===== src/hdl/ctl_pkg.sv =====
// Package for the closed tour length block: transaction types and sequencer states.
package ctl_pkg;

	// Widths of the fields on the ports.
	localparam int POINT_FIELD_BITS = 16;
	localparam int LENGTH_FIELD_BITS = 48;

	// One tour point, as carried on the input channel.
	typedef struct packed {
		logic signed [POINT_FIELD_BITS-1:0] point_x;
		logic signed [POINT_FIELD_BITS-1:0] point_y;
		logic                               last_point;
	} point_t;

	// One tour result, as carried on the output channel.
	typedef struct packed {
		logic [LENGTH_FIELD_BITS-1:0] tour_length;
		logic                         saturated;
	} result_t;

	// Sequencer states.
	typedef enum logic [2:0] {
		ST_IDLE,
		ST_START,
		ST_SQ_X,
		ST_SQ_Y,
		ST_ROOT,
		ST_ACC,
		ST_EMIT
	} seq_state_t;

endpackage


===== src/hdl/closed_tour_length.sv =====
// Closed tour length: sums Euclidean segment lengths of a tour with a shared square root unit.
//
// Points of a tour arrive one transaction at a time on the input channel (in_valid, in_ready,
// in_data). The point flagged last_point closes the tour: the segment back to the first point
// is added and one result transaction (tour_length, saturated) leaves on the output channel.
// Each segment length is floor(sqrt(dx*dx + dy*dy) * 2^FRAC_BITS), summed exactly in a
// TOTAL_BITS accumulator that saturates and raises a sticky flag.
//
// One shared multiplier squares dx and then dy, and one bit-serial square root unit takes
// COORD_BITS + FRAC_BITS + 1 iterations per segment; the root loop sets the timing. A first
// point that does not close the tour only passes the start step; a middle point is squared,
// rooted and accumulated. A closing point measures two segments, or one for a one-point
// tour, and its result is loaded into the output register after the last accumulation.
// in_ready is high only while the sequencer is idle.
//
// The result sits in an output register. When the receiver stalls, the sequencer waits with
// the finished total until the register is free. Reset clears the tour state, the total and
// the output valid flag; the first point after reset starts a new tour.
module closed_tour_length #(
	parameter int COORD_BITS = 16,
	parameter int FRAC_BITS  = 8,
	parameter int TOTAL_BITS = 48
) (
	input  logic             clk,
	input  logic             arst_n,
	input  logic             in_valid,
	output logic             in_ready,
	input  ctl_pkg::point_t  in_data,
	output logic             out_valid,
	input  logic             out_ready,
	output ctl_pkg::result_t out_data
);
	import ctl_pkg::*;

	// Derived widths: root bits, radicand bits, accumulator compare width.
	localparam int ROOT_BITS = COORD_BITS + FRAC_BITS + 1;
	localparam int RAD_BITS  = 2 * ROOT_BITS;
	localparam int SQ_BITS   = 2 * (COORD_BITS + 1);
	localparam int CNT_BITS  = $clog2(ROOT_BITS);
	localparam int SUM_BITS  = ((TOTAL_BITS > ROOT_BITS) ? TOTAL_BITS : ROOT_BITS) + 1;
	localparam logic [SUM_BITS-1:0] TOTAL_MAX = (SUM_BITS'(1) << TOTAL_BITS) - SUM_BITS'(1);

	seq_state_t state_q, state_d;

	// Latched point and tour state.
	logic [COORD_BITS-1:0] cur_x_q, cur_y_q, first_x_q, first_y_q, prev_x_q, prev_y_q;
	logic                  last_q;
	logic                  started_q;
	logic                  closing_q;
	logic                  overflow_q;
	logic [TOTAL_BITS-1:0] total_q;

	// Square root datapath.
	logic [SQ_BITS-1:0]   sq_x_q;
	logic [RAD_BITS-1:0]  rad_q;
	logic [ROOT_BITS:0]   rem_q;
	logic [ROOT_BITS-1:0] root_q;
	logic [CNT_BITS-1:0]  cnt_q;

	// Output register.
	logic    out_valid_q;
	result_t out_data_q;

	logic [COORD_BITS-1:0] in_x, in_y;
	logic [COORD_BITS-1:0] seg_ax, seg_ay;
	logic [COORD_BITS:0]   dx, dy, adx, ady, mul_in;
	logic [SQ_BITS-1:0]    mul_out;
	logic [SQ_BITS-1:0]    sq_sum;
	logic [ROOT_BITS+2:0]  trial, cand, diff;
	logic                  take;
	logic [SUM_BITS-1:0]   acc_sum;
	logic                  acc_over;
	logic                  accept;
	logic                  emit_load;

	// Coordinates: low COORD_BITS of the field, sign-extended above the field width.
	if (COORD_BITS <= POINT_FIELD_BITS) begin : g_coord_narrow
		assign in_x = in_data.point_x[COORD_BITS-1:0];
		assign in_y = in_data.point_y[COORD_BITS-1:0];
	end else begin : g_coord_wide
		assign in_x = {{(COORD_BITS-POINT_FIELD_BITS){in_data.point_x[POINT_FIELD_BITS-1]}},
			in_data.point_x};
		assign in_y = {{(COORD_BITS-POINT_FIELD_BITS){in_data.point_y[POINT_FIELD_BITS-1]}},
			in_data.point_y};
	end

	// Segment end points: the previous point, or the first point when closing the tour.
	assign seg_ax = closing_q ? first_x_q : prev_x_q;
	assign seg_ay = closing_q ? first_y_q : prev_y_q;
	assign dx     = {seg_ax[COORD_BITS-1], seg_ax} - {cur_x_q[COORD_BITS-1], cur_x_q};
	assign dy     = {seg_ay[COORD_BITS-1], seg_ay} - {cur_y_q[COORD_BITS-1], cur_y_q};
	assign adx    = dx[COORD_BITS] ? -dx : dx;
	assign ady    = dy[COORD_BITS] ? -dy : dy;

	// The shared multiplier squares dx first, then dy.
	assign mul_in  = (state_q == ST_SQ_X) ? adx : ady;
	assign mul_out = mul_in * mul_in;
	assign sq_sum  = sq_x_q + mul_out;

	// One restoring square root step: two radicand bits in, one root bit out.
	assign trial = {rem_q, rad_q[RAD_BITS-1 -: 2]};
	assign cand  = {1'b0, root_q, 2'b01};
	assign take  = (trial >= cand);
	assign diff  = trial - cand;

	// Saturating accumulation of the finished segment.
	assign acc_sum  = SUM_BITS'(total_q) + SUM_BITS'(root_q);
	assign acc_over = (acc_sum > TOTAL_MAX);

	// Next state.
	always_comb begin
		state_d = state_q;
		unique case (state_q)
			ST_IDLE: begin
				if (in_valid) state_d = ST_START;
			end
			ST_START: begin
				if (started_q || last_q) state_d = ST_SQ_X;
				else state_d = ST_IDLE;
			end
			ST_SQ_X: state_d = ST_SQ_Y;
			ST_SQ_Y: state_d = ST_ROOT;
			ST_ROOT: begin
				if (cnt_q == '0) state_d = ST_ACC;
			end
			ST_ACC: begin
				if (closing_q) state_d = ST_EMIT;
				else if (last_q) state_d = ST_SQ_X;
				else state_d = ST_IDLE;
			end
			ST_EMIT: begin
				if (!out_valid_q || out_ready) state_d = ST_IDLE;
			end
			default: state_d = ST_IDLE;
		endcase
	end

	// Handshake and strobes decoded from the state.
	always_comb begin
		in_ready  = 1'b0;
		emit_load = 1'b0;
		unique case (state_q)
			ST_IDLE: in_ready = 1'b1;
			ST_EMIT: emit_load = !out_valid_q || out_ready;
			default: begin
				in_ready  = 1'b0;
				emit_load = 1'b0;
			end
		endcase
	end

	assign accept = in_valid && in_ready;

	// Sequencer and tour control state.
	always_ff @(posedge clk or negedge arst_n) begin
		if (!arst_n) begin
			state_q    <= ST_IDLE;
			started_q  <= 1'b0;
			closing_q  <= 1'b0;
			overflow_q <= 1'b0;
			total_q    <= '0;
			first_x_q  <= '0;
			first_y_q  <= '0;
			prev_x_q   <= '0;
			prev_y_q   <= '0;
		end else begin
			state_q <= state_d;
			unique case (state_q)
				ST_START: begin
					closing_q <= !started_q;
					if (!started_q) begin
						first_x_q  <= cur_x_q;
						first_y_q  <= cur_y_q;
						prev_x_q   <= cur_x_q;
						prev_y_q   <= cur_y_q;
						total_q    <= '0;
						overflow_q <= 1'b0;
						started_q  <= 1'b1;
					end
				end
				ST_ACC: begin
					if (acc_over) begin
						total_q    <= TOTAL_MAX[TOTAL_BITS-1:0];
						overflow_q <= 1'b1;
					end else begin
						total_q <= acc_sum[TOTAL_BITS-1:0];
					end
					if (!closing_q) begin
						prev_x_q  <= cur_x_q;
						prev_y_q  <= cur_y_q;
						closing_q <= last_q;
					end else begin
						started_q <= 1'b0;
					end
				end
				default: begin
				end
			endcase
		end
	end

	// Point capture and square root datapath.
	always_ff @(posedge clk) begin
		if (accept) begin
			cur_x_q <= in_x;
			cur_y_q <= in_y;
			last_q  <= in_data.last_point;
		end
		case (state_q)
			ST_SQ_X: sq_x_q <= mul_out;
			ST_SQ_Y: begin
				rad_q  <= RAD_BITS'(sq_sum) << (2 * FRAC_BITS);
				rem_q  <= '0;
				root_q <= '0;
				cnt_q  <= CNT_BITS'(ROOT_BITS - 1);
			end
			ST_ROOT: begin
				rem_q  <= take ? diff[ROOT_BITS:0] : trial[ROOT_BITS:0];
				root_q <= {root_q[ROOT_BITS-2:0], take};
				rad_q  <= rad_q << 2;
				cnt_q  <= cnt_q - CNT_BITS'(1);
			end
			default: begin
			end
		endcase
	end

	// Output register: the finished total waits here for the receiver.
	always_ff @(posedge clk or negedge arst_n) begin
		if (!arst_n) begin
			out_valid_q <= 1'b0;
		end else if (emit_load) begin
			out_valid_q <= 1'b1;
		end else if (out_ready) begin
			out_valid_q <= 1'b0;
		end
	end

	always_ff @(posedge clk) begin
		if (emit_load) begin
			out_data_q.tour_length <= LENGTH_FIELD_BITS'(total_q);
			out_data_q.saturated   <= overflow_q;
		end
	end

	assign out_valid = out_valid_q;
	assign out_data  = out_data_q;

	// An accepted point is always taken up by the start step.
	a_accept_starts: assert property (@(posedge clk) disable iff (!arst_n)
		accept |=> (state_q == ST_START))
		else $error("accepted point did not enter the start step");

	// The root loop hands over to accumulation once its last bit is done.
	a_root_ends: assert property (@(posedge clk) disable iff (!arst_n)
		(state_q == ST_ROOT && cnt_q == '0) |=> (state_q == ST_ACC))
		else $error("square root loop did not end in accumulation");

	// A segment from the previous point is only measured inside a started tour.
	a_segment_in_tour: assert property (@(posedge clk) disable iff (!arst_n)
		(state_q == ST_SQ_X && !closing_q) |-> started_q)
		else $error("segment measured outside a tour");

	// A saturated result carries the accumulator maximum.
	a_saturated_max: assert property (@(posedge clk) disable iff (!arst_n)
		(emit_load && overflow_q) |-> (total_q == TOTAL_MAX[TOTAL_BITS-1:0]))
		else $error("saturated total is not at its maximum");

endmodule

===== config.mk =====
export PLATFORM = sky130hd
export DESIGN_NAME = closed_tour_length
export DESIGN_NICKNAME = d
export VERILOG_FILES = /design/src/hdl/ctl_pkg.sv /design/src/hdl/closed_tour_length.sv
export SDC_FILE = /design/constraint.sdc
export NUM_CORES = 1
export LEC_CHECK = 0
export BUFFER_PORTS_ARGS = -buffer_cell sky130_fd_sc_hd__buf_2
export CAP_MARGIN = 20
export CORE_ASPECT_RATIO = 0.5
export CORE_UTILIZATION = 45
export CTS_CLUSTER_SIZE = 10
export DETAILED_ROUTE_END_ITERATION = 8
export SLEW_MARGIN = 30
export SYNTH_ARGS = -nofsm -noshare
export SYNTH_HDL_FRONTEND = slang
export SYNTH_SLANG_ARGS = --single-unit

===== constraint.sdc =====
create_clock -name clk -period 14.26 [get_ports clk]
set_input_delay 0.713 -clock clk [delete_from_list [all_inputs] [get_ports clk]]
set_output_delay 0.713 -clock clk [all_outputs]
set_load 0.02 [all_outputs]

### Word level (Yosys, flattened, before mapping)

Cells that the tools add are included.

| word-level totals | value |
|---|---|
| flip-flop bits (word level) | 341 |
| bits of input ports | 37 |
| output and inout port bits | 51 |
| word-level logic and storage cells | 98 |

| operators by class | value |
|---|---|
| add/subtract/negate cells | 8 |
| multipliers | 1 |
| order comparisons | 2 |
| equal/unequal tests | 13 |
| muxes and demuxes | 37 |
| bitwise gates (word level) | 1 |
| reduce and logical (&&, ||, !) cells | 16 |

Operators with widths:

| operator | count |
|---|---|
| one-hot mux 50 bit (2 select lines) | 1 |
| two-way mux 16 bit | 6 |
| two-way mux 48 bit | 2 |
| one-hot mux 48 bit (2 select lines) | 1 |
| one-hot mux 16 bit (2 select lines) | 2 |
| one-hot mux 26 bit (2 select lines) | 1 |
| two-way mux 17 bit | 3 |
| one-hot mux 25 bit (2 select lines) | 1 |
| adder 48 x 25 -> 49 bit | 1 |
| greater-than comparator 49 x 48 -> 1 bit (second input constant) | 1 |
| adder 34 bit | 1 |
| multiplier 17 x 17 -> 34 bit | 1 |
| negation 17 bit | 2 |
| subtractor 16 x 16 -> 17 bit | 2 |
| greater-or-equal comparator 28 x 27 -> 1 bit | 1 |
| two-way mux 26 bit | 1 |
| subtractor 26 bit | 1 |
| one-hot mux 3 bit (7 select lines) | 1 |
| inequality test 2 bit (second input constant) | 7 |
| two-way mux 3 bit | 4 |
| one-hot mux 5 bit (2 select lines) | 1 |
| equality test 3 bit (second input constant) | 3 |
| AND reduction 3 bit | 3 |
| two-way mux 1 bit | 8 |
| other kinds (13) | 23 |

### Logic depth before layout (Yosys ltp)

| depth | value |
|---|---|
| depth in word-level cells | 8 |
| gate-level depth with buffers | 52 |

### Worst setup path before layout

No wires, ideal clock.

| timing path | value |
|---|---|
| path type | flip-flop to flip-flop |
| from | reg closing_q |
| to | reg rad_q[49], data pin |
| arrival | 11596 ps |
| data required time | 14002 ps |
| setup slack | 2406 ps |
| stages on the path, launching flop included | 48 |
| clock period less this slack | 11854 ps |
| path through | dfrtp_1 > clkbuf_1 > buf_1 > mux2_2 > ha_1 > buf_6 > a21o_1 > nor3_2 > a211oi_1 > or3_4 > a2111oi_4 > nand3_1 > nor3_2 > nor2_1 > xor2_1 > mux2i_2 > buf_2 > nor2_1 > (+12 left out) > a21oi_1 > o21ai_0 > a21o_1 > a21oi_1 > xnor2_1 > ha_1 > a211o_1 > a21oi_1 > o21bai_1 > a21oi_1 > inv_1 > o311ai_0 > a31oi_1 > o21a_1 > o311a_1 > or4bb_1 > o2111ai_1 > nor2_1 |

| on the way | value |
|---|---|
| cells in the longest elaborated chain, start to end | 8 |

RTL lines:

| item | line | text |
|---|---|---|
| from (decl) | closed_tour_length.sv:49 | `logic closing_q;` |
| from (signal assigned) | closed_tour_length.sv:170 | `closing_q <= !started_q;` |
| from (signal assigned) | closed_tour_length.sv:191 | `closing_q <= last_q;` |
| two-way mux 16 bit, on equally long branches | closed_tour_length.sv:89, closed_tour_length.sv:88 |  |
| subtractor 16 x 16 -> 17 bit, on equally long branches | closed_tour_length.sv:91, closed_tour_length.sv:90 |  |
| negation 17 bit, on equally long branches | closed_tour_length.sv:93, closed_tour_length.sv:92 |  |
| two-way mux 17 bit, on equally long branches | closed_tour_length.sv:93, closed_tour_length.sv:92 |  |
| two-way mux 17 bit * | closed_tour_length.sv:96 | `assign mul_in = (state_q == ST_SQ_X) ? adx : ady;` |
| multiplier 17 x 17 -> 34 bit * | closed_tour_length.sv:97 | `assign mul_out = mul_in * mul_in;` |
| named net mul_out[23] | closed_tour_length.sv:67 | `logic [SQ_BITS-1:0] mul_out;` |
| adder 34 bit * | closed_tour_length.sv:98 | `assign sq_sum = sq_x_q + mul_out;` |
| one-hot mux 50 bit (2 select lines) * | closed_tour_length.sv:209 | `case (state_q)` |
| to (signal assigned) | closed_tour_length.sv:212 | `rad_q <= RAD_BITS'(sq_sum) << (2 * FRAC_BITS);` |
| to (signal assigned) | closed_tour_length.sv:220 | `rad_q <= rad_q << 2;` |
| to (decl) | closed_tour_length.sv:55 | `logic [RAD_BITS-1:0] rad_q;` |

Mark *: on every way through the listed nets, which the timed path passes. The rest lies on a longest branch. The select of a mux whose other input is x is not followed.
A chain may end at the register's enable or synchronous reset.

### Final worst setup path

Ends and elaborated chain as after synthesis.

==> results.toml <==
[logic_synthesis]
synth_edf_count = 205
synth_fa_ha_area_share_pct = 25.69
muxShareOfSynthArea_pct = 2.118
async_reset_ff_share_pct = 36.73
yosysMostFrequentCell = "inv_1"
yosys.area_share.simple_pct = 12.80
ys_top_cells_by_area = "edfxtp_1, fa_1, dfrtp_1"
ys_types = 86
syn_inst = 2665
synth_top_family_by_area = "adder cells"
syn_avg_cell_area_sq_um = 9.885
synthXorXnorAreaFrac_pct = 4.783
yosys.area.top_type_share_pct = 23.37
synth_top_area_cell = "edfxtp_1"
ys.flop_type = "edfxtp_1"
yosysSeqAreaShare_pct = 34.67
syn-cell-area_sq_um = 26340
synth_compound_area_share_pct = 13.40
yosysWarnings = 0
ys_ff_latch = 324
yosys-top-cells-count = "inv_1, nand2_1, ha_1"

[final_layout]
fill_cells = 5284
drive_above_1_share_pct = 8.647
n_antenna_cell = 0
final_core_util_pct = 50.22
nNetsFinal = 3223
area_growth_pct = 9.879

[timing]
fin_crit_sh_pct = 91.75
timing.hold.ws_ns = 0.2500
fin_skew_ns = 0.03017
rsz0062_at_grt = "false"
final-hold-violation-count = 0
setup_viol = 0
relSlewSlack_pct = 31.16
tns_ns = 0
tightest_slew_ns = 1.023
fmax_mhz = 76.43
slew_violations = 0
layout_min_cycle_time_ns = 13.08

[grt]
grt_max_degree = 76
grt-ovfl-total = 0
antenna_found_initial = 0
grt_use_total_pct = 20.04
grt_pass1_vias = 19110
grt_pass1_wl_um = 97390

[die]
start_util_pct = 45.71
die-area_sq_um = 59570
std_cell_rows = 62
ios = 88
die_y_um = 173.1
dieWidth_um = 344.2
core-area_sq_um = 57640

[clock_tree]
max-clock-path-buffers = 3
insertion_delay_ns = 0.55
clkTransAtPathRegs_ns = 0.06
cts_resized = 0
postCtsHoldBufs = 0
cts_buffers = 39
clock-sinks = 324
htreeDepth = 2
clock-root-buffer = "clkbuf_16"
post-cts-setup-buffers = 0
cts_tree = "done"

[placement]
gp_congestion = 0.8875
hpwl_um = 43970
io_buffer_count = 87

[critical_path]
cp_slowest_stage_delay_ns = 0.70
end_kind = "flop"
critPathRequiredTime_ns = 14.54
cp-start-kind = "flop"
worstPathArrival_ns = 13.36
cpMostUsedCell = "fa_1"
worstPathMaxFanout = 24
slowest_stage = "dfrtp_1"
crit_type = "flop to flop"

[hold_path]
hold_path_class = "input pin to asynchronous set/reset pin"

[outcome]
status = "completed"

[flow_run]
maxCapViolCount = 0

[route]
drt_iter0_drc = 1059
detail-route-antenna-nets = 0
vias_per_cell = 5.329
via_count = 18950
drcViolationCount = 0
avgRoutedWirePerCell_um = 16.27
wl_um = 57840
dr.pass1.iters = 7
==> layout make-up <==
class / count / area [sq um] / share of cell area [%]
Clock inverter: 4 / 71.32 / 0.2464
Clock buffer: 62 / 1072 / 3.704
Inverter: 377 / 1418 / 4.897
Timing Repair Buffer: 121 / 709.4 / 2.451
Multi-Input combinational cell: 1899 / 15580 / 53.83
Tap cell: 768 / 960.9 / 3.320
Sequential cell: 324 / 9134 / 31.55
==> critical path, delay by kind of cell (launching register included) <==
family | cells | cell delay [ns]
muxes | 1 | 0.36
buffers and inverters | 8 | 1.27
adders and majority gates | 9 | 3.96
and+or+nand+nor | 6 | 1.39
AOI/OAI and AO/OA | 22 | 4.81
DFF | 1 | 0.70
xor gates and xnor gates | 2 | 0.31
==> through the flow <==
step / std cells / worst slack [ns] / instance area (sq um)
floorplan: 2675 / 2.406 / 26380
global placement: 3489 / 1.376 / 27790
detailed placement: 3489 / 1.311 / 27800
CTS: 3555 / 1.250 / 28940
global route: 3555 / 0.2676 / 28950
finish: 3555 / 1.176 / 28950
==> state kept, by name, indices dropped and copies added, names as in the netlist, 25 cells and up <==
| name | flops |
|---|---|
| rem_q | 26 |
| root_q | 25 |
| total_q | 48 |
| rad_q | 34 |
| out_data | 49 |
| sq_x_q | 33 |
==> worst paths after layout <==
check                                       start  slack, ns  depth (start not counted)                      end
min reg2reg                overflow_q$_DFFE_PN0P_       0.45                          0    out_data[0]$_DFFE_PP_
min in group clk                      in_data[20]       0.35                          1     cur_x_q[3]$_DFFE_PP_
max reg2reg                 closing_q$_DFFE_PN0P_       1.18                         48      rad_q[49]$_DFFE_PP_
min                                        arst_n       0.25                          1  prev_x_q[4]$_DFFE_PN0P_
max in group asynchronous                  arst_n      12.94                          2  total_q[31]$_DFFE_PN0P_
max                         closing_q$_DFFE_PN0P_       1.18                         48      rad_q[49]$_DFFE_PP_
==> layout by cell type, fill, tap and decap left out, drive strengths merged, types with 11 or more instances in the layout <==
cell type	Yosys	final
inv	371	372
nand2	249	249
ha	229	229
edfxtp	205	205
nor2	203	203
fa	195	195
o21ai	143	143
buf	15	121
dfrtp	119	119
a21oi	119	119
xnor2	92	92
nand3	90	90
clkbuf	60	62
a21o	55	55
xor2	51	51
o211ai	47	47
nor3	44	44
mux2	35	35
nand2b	26	26
o21a	26	26
nor2b	24	24
o31ai	21	21
nand4	17	17
a211oi	17	17
or3	17	17
mux2i	16	16
and3	15	15
a21boi	15	15
o21bai	13	13
a31oi	12	12
conb	2	12
and4	11	11
==> kinds of logic after synthesis <==
kind of cell             Yosys count
adder cells (fa/ha/maj)          424
multiplexers                      51
XOR/XNOR                         143
other                              2
flip-flops                       324
AO/OA/AOI/OAI                    536
AND/OR/NAND/NOR                  733
buffers and inverters            452
==> routing by layer <==
layer / wire (um) / up-vias / GRT usage (%)
met5: 0 / - / 0
met4: 742 / 0 / 3.521
met3: 2717 / 62 / 2.858
met2: 25140 / 354 / 30.68
met1: 29240 / 9202 / 30.34
li1: - / 9328 / -
Power is not shown: default switching activity piles up to over one toggle a cycle in this logic, so the estimate is an artifact.
